[src/rtl/epdm_pkg.sv]
// Package for the echo pulse distance meter: widths, codes and reset values.
// Depends on nothing; used by the top level and its checker.
`timescale 1ns / 1ps

package epdm_pkg;

	localparam int TIMER_BITS = 16;
	localparam int CHANNELS   = 2;
	localparam int CH_IDX_W   = (CHANNELS > 1) ? $clog2(CHANNELS) : 1;

	localparam int CAP_W   = 16;
	localparam int SCALE_W = 16;
	localparam int DIST_W  = 16;
	localparam int TICKS_W = 17;
	localparam int PROD_W  = TICKS_W + SCALE_W;

	localparam int S_TDATA_W = 16;
	localparam int S_TUSER_W = 3;
	localparam int M_TDATA_W = 40;
	localparam int M_TUSER_W = 1;
	localparam int M_PAD_W   = M_TDATA_W - DIST_W - TICKS_W;

	localparam int CFG_IDX_W  = 2;
	localparam int CFG_DATA_W = 17;

	localparam logic [SCALE_W-1:0] SCALE_RST   = 16'd11403;
	localparam logic [DIST_W-1:0]  MAX_RST     = 16'd4000;
	localparam logic [TICKS_W-1:0] TIMEOUT_RST = 17'd22989;

	localparam logic [1:0] OVF_MAX = 2'd2;

	typedef enum logic [1:0] {
		MODE_CAPTURE  = 2'd0,
		MODE_OVERFLOW = 2'd1,
		MODE_TRIGGER  = 2'd2
	} mode_t;

	typedef enum logic [CFG_IDX_W-1:0] {
		REG_SCALE   = 2'd0,
		REG_MAX     = 2'd1,
		REG_TIMEOUT = 2'd2
	} cfg_reg_t;

endpackage

[src/rtl/echo_pulse_distance_meter.sv]
// Echo pulse distance meter: an accepted request goes through the input register, then
// the width/scale/clamp logic, into the result register. Throughput one request per
// cycle; the input side stalls only while a completing request waits behind a held result.
// arst_n clears all channel state, the valid flags and the config registers to defaults.
// Depends on epdm_pkg.
`timescale 1ns / 1ps

module echo_pulse_distance_meter (
	input  logic                              clk,
	input  logic                              arst_n,
	input  logic                              s_tvalid,
	output logic                              s_tready,
	input  logic [epdm_pkg::S_TDATA_W-1:0]    s_tdata,   // [15:0] capture_value
	input  logic [epdm_pkg::S_TUSER_W-1:0]    s_tuser,   // [1:0] mode, [2] channel
	output logic                              m_tvalid,
	input  logic                              m_tready,
	output logic [epdm_pkg::M_TDATA_W-1:0]    m_tdata,   // [15:0] distance_mm, [32:16] pulse_ticks
	output logic [epdm_pkg::M_TUSER_W-1:0]    m_tuser,   // [0] out_channel
	input  logic                              cfg_we,
	input  logic [epdm_pkg::CFG_IDX_W-1:0]    cfg_index,
	input  logic [epdm_pkg::CFG_DATA_W-1:0]   cfg_data
);
	import epdm_pkg::*;

	// Configuration registers
	logic [SCALE_W-1:0] scale_q;
	logic [DIST_W-1:0]  max_q;
	logic [TICKS_W-1:0] timeout_q;

	// Input register stage
	logic                  vld_s1;
	mode_t                 mode_s1;
	logic                  chan_s1;
	logic [TIMER_BITS-1:0] cap_s1;

	// Per-channel measurement state
	logic [TIMER_BITS-1:0] start_q [CHANNELS];
	logic                  armed_q [CHANNELS];
	logic                  done_q  [CHANNELS];
	logic [1:0]            ovf_q   [CHANNELS];

	// Result register
	logic               m_valid_q;
	logic               m_chan_q;
	logic [DIST_W-1:0]  dist_q;
	logic [TICKS_W-1:0] ticks_q;

	logic                  ch_ok;
	logic [CH_IDX_W-1:0]   idx;
	logic                  complete;
	logic                  advance;
	logic [TIMER_BITS-1:0] diff;
	logic [TICKS_W-1:0]    width;
	logic [PROD_W-1:0]     prod;
	logic [TICKS_W-1:0]    scaled;
	logic [DIST_W-1:0]     dist_clamp;

	// Config writes: indexes past the register list are dropped.
	always_ff @(posedge clk or negedge arst_n) begin
		if (!arst_n) begin
			scale_q   <= SCALE_RST;
			max_q     <= MAX_RST;
			timeout_q <= TIMEOUT_RST;
		end else if (cfg_we) begin
			unique case (cfg_reg_t'(cfg_index))
				REG_SCALE:   scale_q   <= cfg_data[SCALE_W-1:0];
				REG_MAX:     max_q     <= cfg_data[DIST_W-1:0];
				REG_TIMEOUT: timeout_q <= cfg_data[TICKS_W-1:0];
				default: ;
			endcase
		end
	end

	// A request in s1 completes a measurement when it is a capture on an armed,
	// unfinished channel; only such a request needs room in the result register.
	always_comb begin
		ch_ok    = int'(chan_s1) < CHANNELS;
		idx      = CH_IDX_W'(chan_s1);
		complete = vld_s1 && (mode_s1 == MODE_CAPTURE) && ch_ok
			&& !done_q[idx] && armed_q[idx];
		advance  = vld_s1 && (!complete || !m_valid_q || m_tready);
		s_tready = !vld_s1 || advance;
	end

	// Pulse width. The wrapped width (2^16 - start + end) is exactly the
	// modulo-2^16 difference, so one subtractor serves both cases.
	always_comb begin
		diff = cap_s1 - start_q[idx];
		if ((cap_s1 > start_q[idx]) && (ovf_q[idx] == 2'd0)) begin
			width = TICKS_W'(diff);
		end else if ((cap_s1 < start_q[idx]) && (ovf_q[idx] != OVF_MAX)) begin
			width = TICKS_W'(diff);
		end else begin
			// equal counts or too many wraps: report the timeout width
			width = timeout_q;
		end
		// Scale by the Q0.16 factor, truncate, then clamp.
		prod   = PROD_W'(width) * PROD_W'(scale_q);
		scaled = prod[PROD_W-1:SCALE_W];
		if (scaled > TICKS_W'(max_q)) begin
			dist_clamp = max_q;
		end else begin
			dist_clamp = scaled[DIST_W-1:0];
		end
	end

	// Input register: load whenever the stage is free or moves on this cycle.
	always_ff @(posedge clk or negedge arst_n) begin
		if (!arst_n) begin
			vld_s1 <= 1'b0;
		end else if (s_tready) begin
			vld_s1 <= s_tvalid;
		end
	end

	always_ff @(posedge clk) begin
		if (s_tready && s_tvalid) begin
			mode_s1 <= mode_t'(s_tuser[1:0]);
			chan_s1 <= s_tuser[2];
			cap_s1  <= s_tdata[TIMER_BITS-1:0];
		end
	end

	// Channel state update as the request leaves s1.
	always_ff @(posedge clk or negedge arst_n) begin
		if (!arst_n) begin
			for (int i = 0; i < CHANNELS; i++) begin
				start_q[i] <= '0;
				armed_q[i] <= 1'b0;
				done_q[i]  <= 1'b0;
				ovf_q[i]   <= 2'd0;
			end
		end else if (advance) begin
			unique case (mode_s1)
				MODE_OVERFLOW: begin
					// shared tick: every channel counts, saturating
					for (int i = 0; i < CHANNELS; i++) begin
						if (ovf_q[i] != OVF_MAX) begin
							ovf_q[i] <= ovf_q[i] + 2'd1;
						end
					end
				end
				MODE_CAPTURE: begin
					if (ch_ok && !done_q[idx]) begin
						if (!armed_q[idx]) begin
							// first edge: latch start, restart wrap count
							armed_q[idx] <= 1'b1;
							start_q[idx] <= cap_s1;
							ovf_q[idx]   <= 2'd0;
						end else begin
							// second edge: hold off captures until re-armed
							armed_q[idx] <= 1'b0;
							done_q[idx]  <= 1'b1;
						end
					end
				end
				MODE_TRIGGER: begin
					if (ch_ok) begin
						done_q[idx] <= 1'b0;
					end
				end
				default: ;
			endcase
		end
	end

	// Result register: load on completion, else drop on take, else hold.
	always_ff @(posedge clk or negedge arst_n) begin
		if (!arst_n) begin
			m_valid_q <= 1'b0;
		end else begin
			m_valid_q <= (advance && complete) || (m_valid_q && !m_tready);
		end
	end

	always_ff @(posedge clk) begin
		if (advance && complete) begin
			m_chan_q <= chan_s1;
			dist_q   <= dist_clamp;
			ticks_q  <= width;
		end
	end

	assign m_tvalid = m_valid_q;
	assign m_tdata  = {{M_PAD_W{1'b0}}, ticks_q, dist_q};
	assign m_tuser  = m_chan_q;

endmodule

[config.mk]
export PLATFORM = sky130hd
export DESIGN_NAME = echo_pulse_distance_meter
export DESIGN_NICKNAME = d
export VERILOG_FILES = /design/src/rtl/epdm_pkg.sv /design/src/rtl/echo_pulse_distance_meter.sv
export SDC_FILE = /design/constraint.sdc
export NUM_CORES = 1
export LEC_CHECK = 0
export ABC_AREA = 1
export BUFFER_PORTS_ARGS = -buffer_cell sky130_fd_sc_hd__buf_4
export CAP_MARGIN = 30
export CORE_ASPECT_RATIO = 1.5
export CORE_MARGIN = 4
export CORE_UTILIZATION = 45
export DETAILED_ROUTE_END_ITERATION = 16
export REMOVE_ABC_BUFFERS = 1
export SLEW_MARGIN = 30
export SYNTH_ARGS = -nofsm -noshare
export SYNTH_HDL_FRONTEND = slang
export SYNTH_SLANG_ARGS = --single-unit
[constraint.sdc]
create_clock -name clk -period 19.7 [get_ports clk]
set_input_delay 1.97 -clock clk [delete_from_list [all_inputs] [get_ports clk]]
set_output_delay 1.97 -clock clk [all_outputs]
set_load 0.01 [all_outputs]
==> metrics, run 1 <==
status complete, no violations; distinct cell type count after synthesis 52; fmax 90.9 MHz; Inserted Clock Buffers 17; initial antenna violation count 0; final hold slack 0.475 ns; Worst setup EP type register; share of layout cells above drive strength 1 10.1%; setup repair bufs after CTS 0; Die ar. 39000 um2; final setup violation count 0; leading register cell type out of synthesis dfrtp_1; Skew-Pair Late Insertion Delay 0.45 ns; CP Max Fanout 44; # clock sinks 144; total track usage 24.5%; HPWL after DPL 37800 um; global-route wire length before repair 72900 um; required time worst endpoint 19.87 ns; Worst-Margin Slew 0.787 ns; Rows 84; Starting Density 45.8%; drt wl/cell 18.6 um; initial DRC count 772; CTS Root Cell clkbuf_16; cell count after synthesis 1957; Port-buffer cells 78; EDFF count, synth 53; placed cells 2458; Max-cap violations 0; hold buffers post-CTS 0; nets 2391; Die W 163 um; non-filler instance count after layout 2490; GP Congestion 0.931; worst setup path class reg -> reg; TritonCTS clock tree yes; # IOs 86; post-route ant nets 0; Fin Setup TNS 0 ns; Synth Cell Area 16100 um2; CP max-delay cell fa_1; largest net degree at the start of global routing 81; Antenna Cells 0; Avg Inst Size Synth 8.24 um2; Tmin final 11.01 ns; CP delay by family, top adder cells; clock-pin slew on the worst setup and hold paths 0.06 ns; CTS HTree Levels 4; crit path DAT 11.18 ns; worst hold path class reg -> reg; vias 12800; Worst Path Buf+Inv 13; Remaining Overflow, GRT 0; Clock Skew 0.0308 ns; Core Util, Final 50.2%; vias in the first global route 13600; final hold vios 0; #FFs+latches synth 144; final WL 46300 um; RSZ-0062 raised after global routing false; first-pass iteration count of the detailed router 5; Slew headroom 47.5%; core area 35200 um2; sequential element share of the synthesized area 24.2%; # DRC 0; Post-CTS Resized 0; Final Max Tran Viols 0; Final period util 55.9%; post-synthesis async set-or-reset flop share 63.2%; max incr delay on CP 0.57 ns; die height 240 um; Via density 5.15; Synth-to-Final Area Change 9.62%; CP startpoint kind register; clk buf depth 2; Warnings, synthesis 0; Critical Path Most Common Cell inv_1
logic make-up after synthesis:
group / count (synthesis) / synth area share [%]
adder cells (fa/ha/maj): 344 / 36.4
XOR/XNOR: 19 / 1.03
AND/OR/NAND/NOR: 739 / 18.9
flip-flops: 144 / 24.2
buffers and inverters: 484 / 11.7
other: 1 / 0.0233
multiplexers: 1 / 0.0698
AO/OA/AOI/OAI: 225 / 7.73
worst reg2reg max path, delay by kind of cell, from the launching register on:
family	cells	cell delay [ns]
AO/OA/AOI/OAI	9	1.42
AND/OR/NAND/NOR	20	2.27
XOR/XNOR	1	0.35
adder cells (fa/ha/maj)	10	4.25
flip-flops	1	0.36
buffers and inverters	13	2.11
cell usage in the layout (no fill, tap or decap), drive strengths merged, types with 2 or more instances in the layout:
cell type	n
nand2	463
inv	424
fa	208
nor2	196
ha	136
o21ai	136
buf	83
dfrtp	69
edfxtp	53
a21oi	52
nand3	35
dfstp	22
clkbuf	19
or2	17
a31oi	16
xor2	15
nor3	14
clkinv	10
conb	7
o21a	5
xnor2	4
a21o	4
and2	4
nor4	4
nand4	3
nand3b	3
o21bai	2
a221oi	2
o31ai	2
cell usage after synthesis, types with 5 or more instances:
cell type | count | area, um2
ha_1 | 136 | 1700
nand3_1 | 27 | 135
buf_4 | 7 | 52.6
a21oi_1 | 52 | 260
edfxtp_1 | 53 | 1590
or2_2 | 15 | 93.8
xor2_1 | 15 | 131
o21ai_2 | 11 | 96.3
nor2_1 | 191 | 717
buf_1 | 8 | 30.0
nor3_1 | 13 | 65.1
nand2_2 | 18 | 113
a31oi_1 | 16 | 100
clkinv_1 | 6 | 22.5
o21a_1 | 5 | 37.5
nand2_1 | 443 | 1660
fa_1 | 208 | 4160
o21ai_0 | 124 | 621
clkbuf_1 | 35 | 131
nand3_2 | 8 | 80.1
dfstp_2 | 22 | 578
inv_1 | 414 | 1550
buf_2 | 9 | 45.0
dfrtp_1 | 69 | 1730
sequential cells by signal (all words and copies together), names as in the netlist, named ones only:
register,flops
vld_s1,1
max_q,16
ticks_q,17
m_tvalid,1
dist_q,16
m_tuser,1
timeout_q,17
ovf_q,4
cap_s1,16
scale_q,16
mode_s1,2
start_q,32
chan_s1,1
per-stage QoR:
step / instance area [um2] / setup slack, ns
2_1_floorplan: 15900 / 10.32
3_3_place_gp: 17100 / 8.86
3_5_place_dp: 17100 / 8.80
4_1_cts: 17700 / 8.75
5_1_grt: 17700 / 7.86
6_report: 17700 / 8.69
path summary, 6_finish.rpt:
path,start,endpoint,slack (ns),depth (start not counted)
setup / recovery,chan_s1,dist_q[1],8.69,53
hold / removal,start_q[24],start_q[24],0.47,2
setup reg to reg,chan_s1,dist_q[1],8.69,53
hold reg to reg,start_q[24],start_q[24],0.47,2
max in group asynchronous,arst_n,max_q[6],17.35,2
min in group asynchronous,arst_n,start_q[15],1.35,1
per-layer routing:
metal	vias up	wire, um	global-route usage, %
met4	0	3300	15.1
met1	6289	16800	27.5
met2	384	24200	44.4
met3	128	1900	2.60
li1	6026	-	-
met5	-	0	0
final cells by class:
type                            instances  area (um2)
Fill cell                            3413       17500
Multi-Input combinational cell       1335       10400
Sequential cell                       144        3900
Inverter                              423        1590
Timing Repair Buffer                   83         627
Tap cell                              473         592
Clock buffer                           19         443
Clock inverter                         13         128
Power of run 1 is left out: the tool's default activity adds up to more than one toggle a clock period on the data nets, which glitch-free logic cannot reach.
==> run 2, diff against run 1 <==
ABC_AREA = 0   (was 1)
clock period = 11.42 ns   (was 19.7 ns; I/O delays follow)
==> run 2 against run 1 <==
  * Critical path depth shrank 10
  * Critical path type unchanged
  * Final area is 0.27% lower
  * Area after synthesis decreased by 2.5%
  * Synthesized cell count is 22% lower
  * Clock skew down 0.015 ns
  * Routed wire length shrank 13%
  * Clock-buffer cell count is 1 lower
  * First-iteration DRC count fell by 29%
  * Sequential share of layout area rose by 0.059 points
  * Highest routed layer unchanged
  * Register-to-register slack got worse by 8.0 ns
  * Global-route usage shrank 2.7 points
==> metrics, run 2 <==
Final period util 93.7% (was 55.9%); Core Util, Final 51.3% (was 50.2%); Inserted Clock Buffers 17 (unchanged); crit path DAT 10.89 ns (was 11.18 ns); Avg Inst Size Synth 10.3 um2 (was 8.24 um2); HPWL after DPL 31900 um (was 37800 um); vias in the first global route 12000 (was 13600); Worst Path Buf+Inv 8 (was 13); CTS Root Cell clkbuf_16 (unchanged); clk buf depth 2 (unchanged); Via density 5.35 (was 5.15); core area 34400 um2 (was 35200 um2); GP Congestion 0.902 (was 0.931); vias 11200 (was 12800); first-pass iteration count of the detailed router 5 (unchanged); initial antenna violation count 1 (was 0); TritonCTS clock tree yes (unchanged); CTS HTree Levels 4 (unchanged); EDFF count, synth 53 (unchanged); most frequent cells in the layout 278 x inv_1, 208 x fa_1, 181 x nand2_1 (was 443 x nand2_1, 414 x inv_1, 208 x fa_1); final WL 40300 um (was 46300 um); CP delay by family, top adder cells (unchanged); Starting Density 45.8% (about the same); max incr delay on CP 0.53 ns (was 0.57 ns); # clock sinks 144 (unchanged); Die ar. 38100 um2 (was 39000 um2); distinct cell type count after synthesis 62 (was 52); status complete, no violations (unchanged); routed wl met3 1610 um (was 1900 um); RSZ-0062 raised after global routing false (unchanged); Synth top area share 26.5% (was 25.8%); Max-cap violations 0 (unchanged); most common cell after layout, fill and taps aside inv_1 (was nand2_1); fmax 93.4 MHz (was 90.9 MHz); nets 1992 (was 2391); CP Max Fanout 27 (was 44); Synth-to-Final Area Change 12.1% (was 9.62%); leading area contributor after synthesis fa_1 (unchanged); worst setup path class reg -> reg (unchanged); post-route ant nets 0 (unchanged); die height 237 um (was 240 um); final setup violation count 0 (unchanged); Rows 83 (was 84); Fin Setup TNS 0 ns (unchanged); sequential element share of the synthesized area 24.8% (was 24.2%); Remaining Overflow, GRT 0 (unchanged); Slew headroom 37.8% (was 47.5%); final instance area 17600 um2 (was 17700 um2); cell count after synthesis 1530 (was 1957); WL met2 20900 um (was 24200 um); Critical Path Most Common Cell fa_1 (was inv_1); top sig layer met4 (unchanged); post-synthesis async set-or-reset flop share 63.2% (unchanged); Tmin final 10.71 ns (was 11.01 ns); Warnings, synthesis 0 (unchanged); drt wl/cell 19.3 um (was 18.6 um); final hold slack 0.502 ns (was 0.475 ns); Synth Cell Area 15700 um2 (was 16100 um2); largest net degree at the start of global routing 47 (was 81); CP max-delay cell fa_1 (unchanged); Skew-Pair Late Insertion Delay 0.44 ns (was 0.45 ns); Worst-Margin Slew 0.930 ns (was 0.787 ns); Cell Area, Placed 16900 um2 (was 17100 um2); clock-pin slew on the worst setup and hold paths 0.07 ns (was 0.06 ns); DRT met1 WL 15900 um (was 16800 um); Clock Skew 0.0157 ns (was 0.0308 ns); Antenna Cells 0 (unchanged); Worst setup EP type register (unchanged); share of layout cells above drive strength 1 17.7% (was 10.1%); # DRC 0 (unchanged); Port-buffer cells 78 (unchanged); count leader, synth inv_1 (was nand2_1); global-route wire length before repair 65000 um (was 72900 um); initial DRC count 545 (was 772); # IOs 86 (unchanged); final hold vios 0 (unchanged); biggest registers after layout start_q x32, ticks_q x17, timeout_q x17 (unchanged); CP startpoint kind register (unchanged); #FFs+latches synth 144 (unchanged); required time worst endpoint 11.60 ns (was 19.87 ns); total track usage 21.8% (was 24.5%); Final Max Tran Viols 0 (unchanged); Die W 161 um (was 163 um); main area contributors after synthesis fa_1 26%, dfrtp_1 11%, ha_1 11%, edfxtp_1 10%, inv_1 6.6% (was fa_1 26%, dfrtp_1 11%, ha_1 11%, nand2_1 10%, edfxtp_1 9.9%); leading register cell type out of synthesis dfrtp_1 (unchanged); Top reg by flops start_q (unchanged); Largest register FFs 32 (unchanged); Synth top cells by count 278 x inv_1, 208 x fa_1, 181 x nand2_1, 136 x ha_1, 109 x and2_1 (was 443 x nand2_1, 414 x inv_1, 208 x fa_1, 191 x nor2_1, 136 x ha_1); worst hold path class reg -> reg (unchanged)
==> run 2: layout make-up <==
| type | count | area [um2] |
|---|---|---|
| Fill cell | 3165 | 16700 |
| Multi-Input combinational cell | 1052 | 10600 |
| Sequential cell | 144 | 3900 |
| Inverter | 278 | 1040 |
| Timing Repair Buffer | 112 | 865 |
| Tap cell | 467 | 584 |
| Clock buffer | 18 | 439 |
| Clock inverter | 14 | 164 |
==> run 2: repair_timing <==
item	in CTS	in global routing
gates resized for setup	0	10
buffers inserted	0	5
hold buffers	0	0
setup endpoints to repair	0	16
==> run 2: metal layers <==
layer / vias to the layer above / GRT usage, %
met2: 300 / 39.0
li1: 5059 / -
met5: - / 0
met4: 0 / 9.84
met3: 114 / 2.80
met1: 5691 / 26.0
==> run 2: cells by family (layout without fill, tap and decap cells) <==
group | after synthesis | after routing | share of synthesized area [%]
compound gates | 159 | 161 | 6.80
xor+xnor | 27 | 27 | 1.50
fa+ha+maj | 344 | 344 | 37.3
buf+inv | 342 | 422 | 8.53
flops | 144 | 144 | 24.8
mux | 117 | 117 | 8.48
other cells | 1 | 7 | 0.0238
simple gates | 396 | 396 | 12.6
==> run 2: metrics by stage <==
| step | setup WS [ns] | instances |
|---|---|---|
| finish | 0.715 | 2085 |
| global route | 0.121 | 2085 |
| CTS | 0.265 | 2077 |
| detailed placement | 0.288 | 2045 |
| global placement | 0.181 | 2044 |
| floorplan | 0.0313 | 1472 |
==> run 2: worst paths after layout <==
kind                       startpoint  cells after the start    endpoint  slack [ns]
max                           chan_s1                     43  dist_q[14]        0.71
min                        start_q[0]                      2  start_q[0]        0.50
max reg2reg                   chan_s1                     43  dist_q[14]        0.71
min reg2reg                start_q[0]                      2  start_q[0]        0.50
max in group asynchronous      arst_n                      2   max_q[14]        9.66
min in group asynchronous      arst_n                      1    m_tvalid        0.70
==> run 2: tightest hold or removal path, cell delays in order (launching register included) <==
cell and delay (ns):
dfrtp_1 0.35, nand2_1 0.05, o21ai_0 0.07
Power of run 2 is left out for the same reason.
==> run 3, diff against run 2 <==
CORE_UTILIZATION = 44   (was 45)
clock period = 12.9 ns   (was 11.42 ns; I/O delays follow)
==> run 3 against run 2 <==
  * Sequential share of layout area up 0.20 points
  * Die area increased by 2.2%
  * Clock-buffer cell count increased by 2
  * Setup slack better by 0.49 ns
  * Sequential cell count stayed put
  * Non-clock buffer count down 5
  * Via count is 1.5% lower
  * Final cell count about the same
  * Routed wire length fell by 2.0%
  * Highest routed layer unchanged
==> metrics, run 3 (same netlist as run 2, synthesis figures left out) <==
CP startpoint kind register (unchanged); Slew headroom 38.6% (was 37.8%); post-route ant nets 0 (unchanged); Rows 84 (was 83); core area 35200 um2 (was 34400 um2); biggest registers after layout start_q x32, ticks_q x17, timeout_q x17 (unchanged); hold buffers post-CTS 0 (unchanged); CTS HTree Levels 4 (unchanged); Cell Area, Placed 16900 um2 (about the same); CTS Root Cell clkbuf_16 (unchanged); Reg2Reg Setup Slack 1.20 ns (was 0.71 ns); Final period util 90.7% (was 93.7%); CP Max Fanout 27 (unchanged); Worst-Margin Slew 0.915 ns (was 0.930 ns); Tmin final 11.70 ns (was 10.71 ns); Post-CTS Resized 0 (unchanged); Die ar. 38900 um2 (was 38100 um2); Via density 5.28 (was 5.35); first-pass iteration count of the detailed router 5 (unchanged); Final Max Tran Viols 0 (unchanged); most common cell after layout, fill and taps aside inv_1 (unchanged); DRT met1 WL 15900 um (about the same); CP max-delay cell edfxtp_1 (was fa_1); RSZ-0062 raised after global routing false (unchanged); final hold vios 0 (unchanged); final setup violation count 0 (unchanged); Inserted Clock Buffers 17 (unchanged); Die W 162 um (was 161 um); Max-cap violations 0 (unchanged); Top reg by flops start_q (unchanged); Remaining Overflow, GRT 0 (unchanged); Fin Setup TNS 0 ns (unchanged); worst hold path class reg -> reg (unchanged); routed wl met3 1780 um (was 1610 um); Critical Path Most Common Cell fa_1 (unchanged); most frequent cells in the layout 278 x inv_1, 208 x fa_1, 181 x nand2_1 (unchanged); top sig layer met4 (unchanged); final WL 39500 um (was 40300 um); max incr delay on CP 0.65 ns (was 0.53 ns); required time worst endpoint 13.09 ns (was 11.60 ns); drt wl/cell 19.0 um (was 19.3 um); Largest register FFs 32 (unchanged); status complete, no violations (unchanged); crit path DAT 11.89 ns (was 10.89 ns); TritonCTS clock tree yes (unchanged); final instance area 17500 um2 (was 17600 um2); total track usage 21.5% (was 21.8%); worst setup path class reg -> reg (unchanged); GP Congestion 0.885 (was 0.902); WL met2 20700 um (was 20900 um); # IOs 86 (unchanged); Antenna Cells 0 (unchanged); initial antenna violation count 0 (was 1); share of layout cells above drive strength 1 16.8% (was 17.7%); initial DRC count 450 (was 545); HPWL after DPL 30700 um (was 31900 um); nets 1985 (was 1992); Worst setup EP type register (unchanged); vias in the first global route 12100 (was 12000); vias 11000 (was 11200); clock-pin slew on the worst setup and hold paths 0.06 ns (was 0.07 ns); Skew-Pair Late Insertion Delay 0.45 ns (was 0.44 ns); Clock Skew 0.0212 ns (was 0.0157 ns); clk buf depth 2 (unchanged); # DRC 0 (unchanged); die height 240 um (was 237 um); Synth-to-Final Area Change 11.1% (was 12.1%); global-route wire length before repair 64700 um (was 65000 um); fmax 85.5 MHz (was 93.4 MHz); # clock sinks 144 (unchanged); Port-buffer cells 78 (unchanged); Starting Density 44.7% (was 45.8%); setup repair bufs after CTS 0 (unchanged); Fillers 3315 (was 3165); largest net degree at the start of global routing 42 (was 47)
run 3: cell types whose count changed in the layout (fill, tap and decap cells not counted), sizes merged:
cell    before  now
inv        287  282
buf        112  107
clkbuf      18   20
clkinv       2    5
a31oi        7    5
run 3: final timing paths:
check / from / endpoint / cells after the start
worst max register to register: chan_s1 / dist_q[13] / 37
worst min register to register: start_q[16] / start_q[16] / 2
min in group asynchronous: arst_n / scale_q[9] / 1
worst max-delay path: chan_s1 / dist_q[13] / 37
max in group asynchronous: arst_n / timeout_q[11] / 3
worst min-delay path: start_q[16] / start_q[16] / 2
run 3: routing by layer:
layer	GRT usage [%]	up-vias
met2	38.7	232
li1	-	5040
met5	0	-
met1	26.2	5647
met3	3.43	81
met4	6.85	0
run 3: critical path, delay by kind of cell, from the launching register on:
family | cells | cell delay [ns]
compound gates | 11 | 3.19
xor+xnor | 1 | 0.20
fa+ha+maj | 9 | 4.11
buf+inv | 6 | 1.28
flops | 1 | 0.65
mux | 2 | 0.52
simple gates | 8 | 1.44
run 3: cell type report:
cell class                 instances  area (um2)  area share (%)
clock buffer                      20         447            2.56
clock inverter                    12         110           0.630
inverter                         278        1040            5.97
multi-input combinational       1050       10600            60.4
sequential                       144        3900            22.3
tap                              473         592            3.39
timing repair buffer             107         827            4.73
run 3: stage by stage:
stage | hold WS, ns | std cells | setup slack (ns) | util [%]
global route | 0.513 | 2084 | 0.478 | 49.6
finish | 0.492 | 2084 | 1.20 | 49.6
CTS | 0.489 | 2083 | 1.19 | 49.6
global placement | 0.458 | 2048 | 1.43 | 47.9
detailed placement | 0.476 | 2051 | 1.19 | 48.0
floorplan | 0.444 | 1472 | 1.51 | -
Power of run 3 is left out for the same reason.
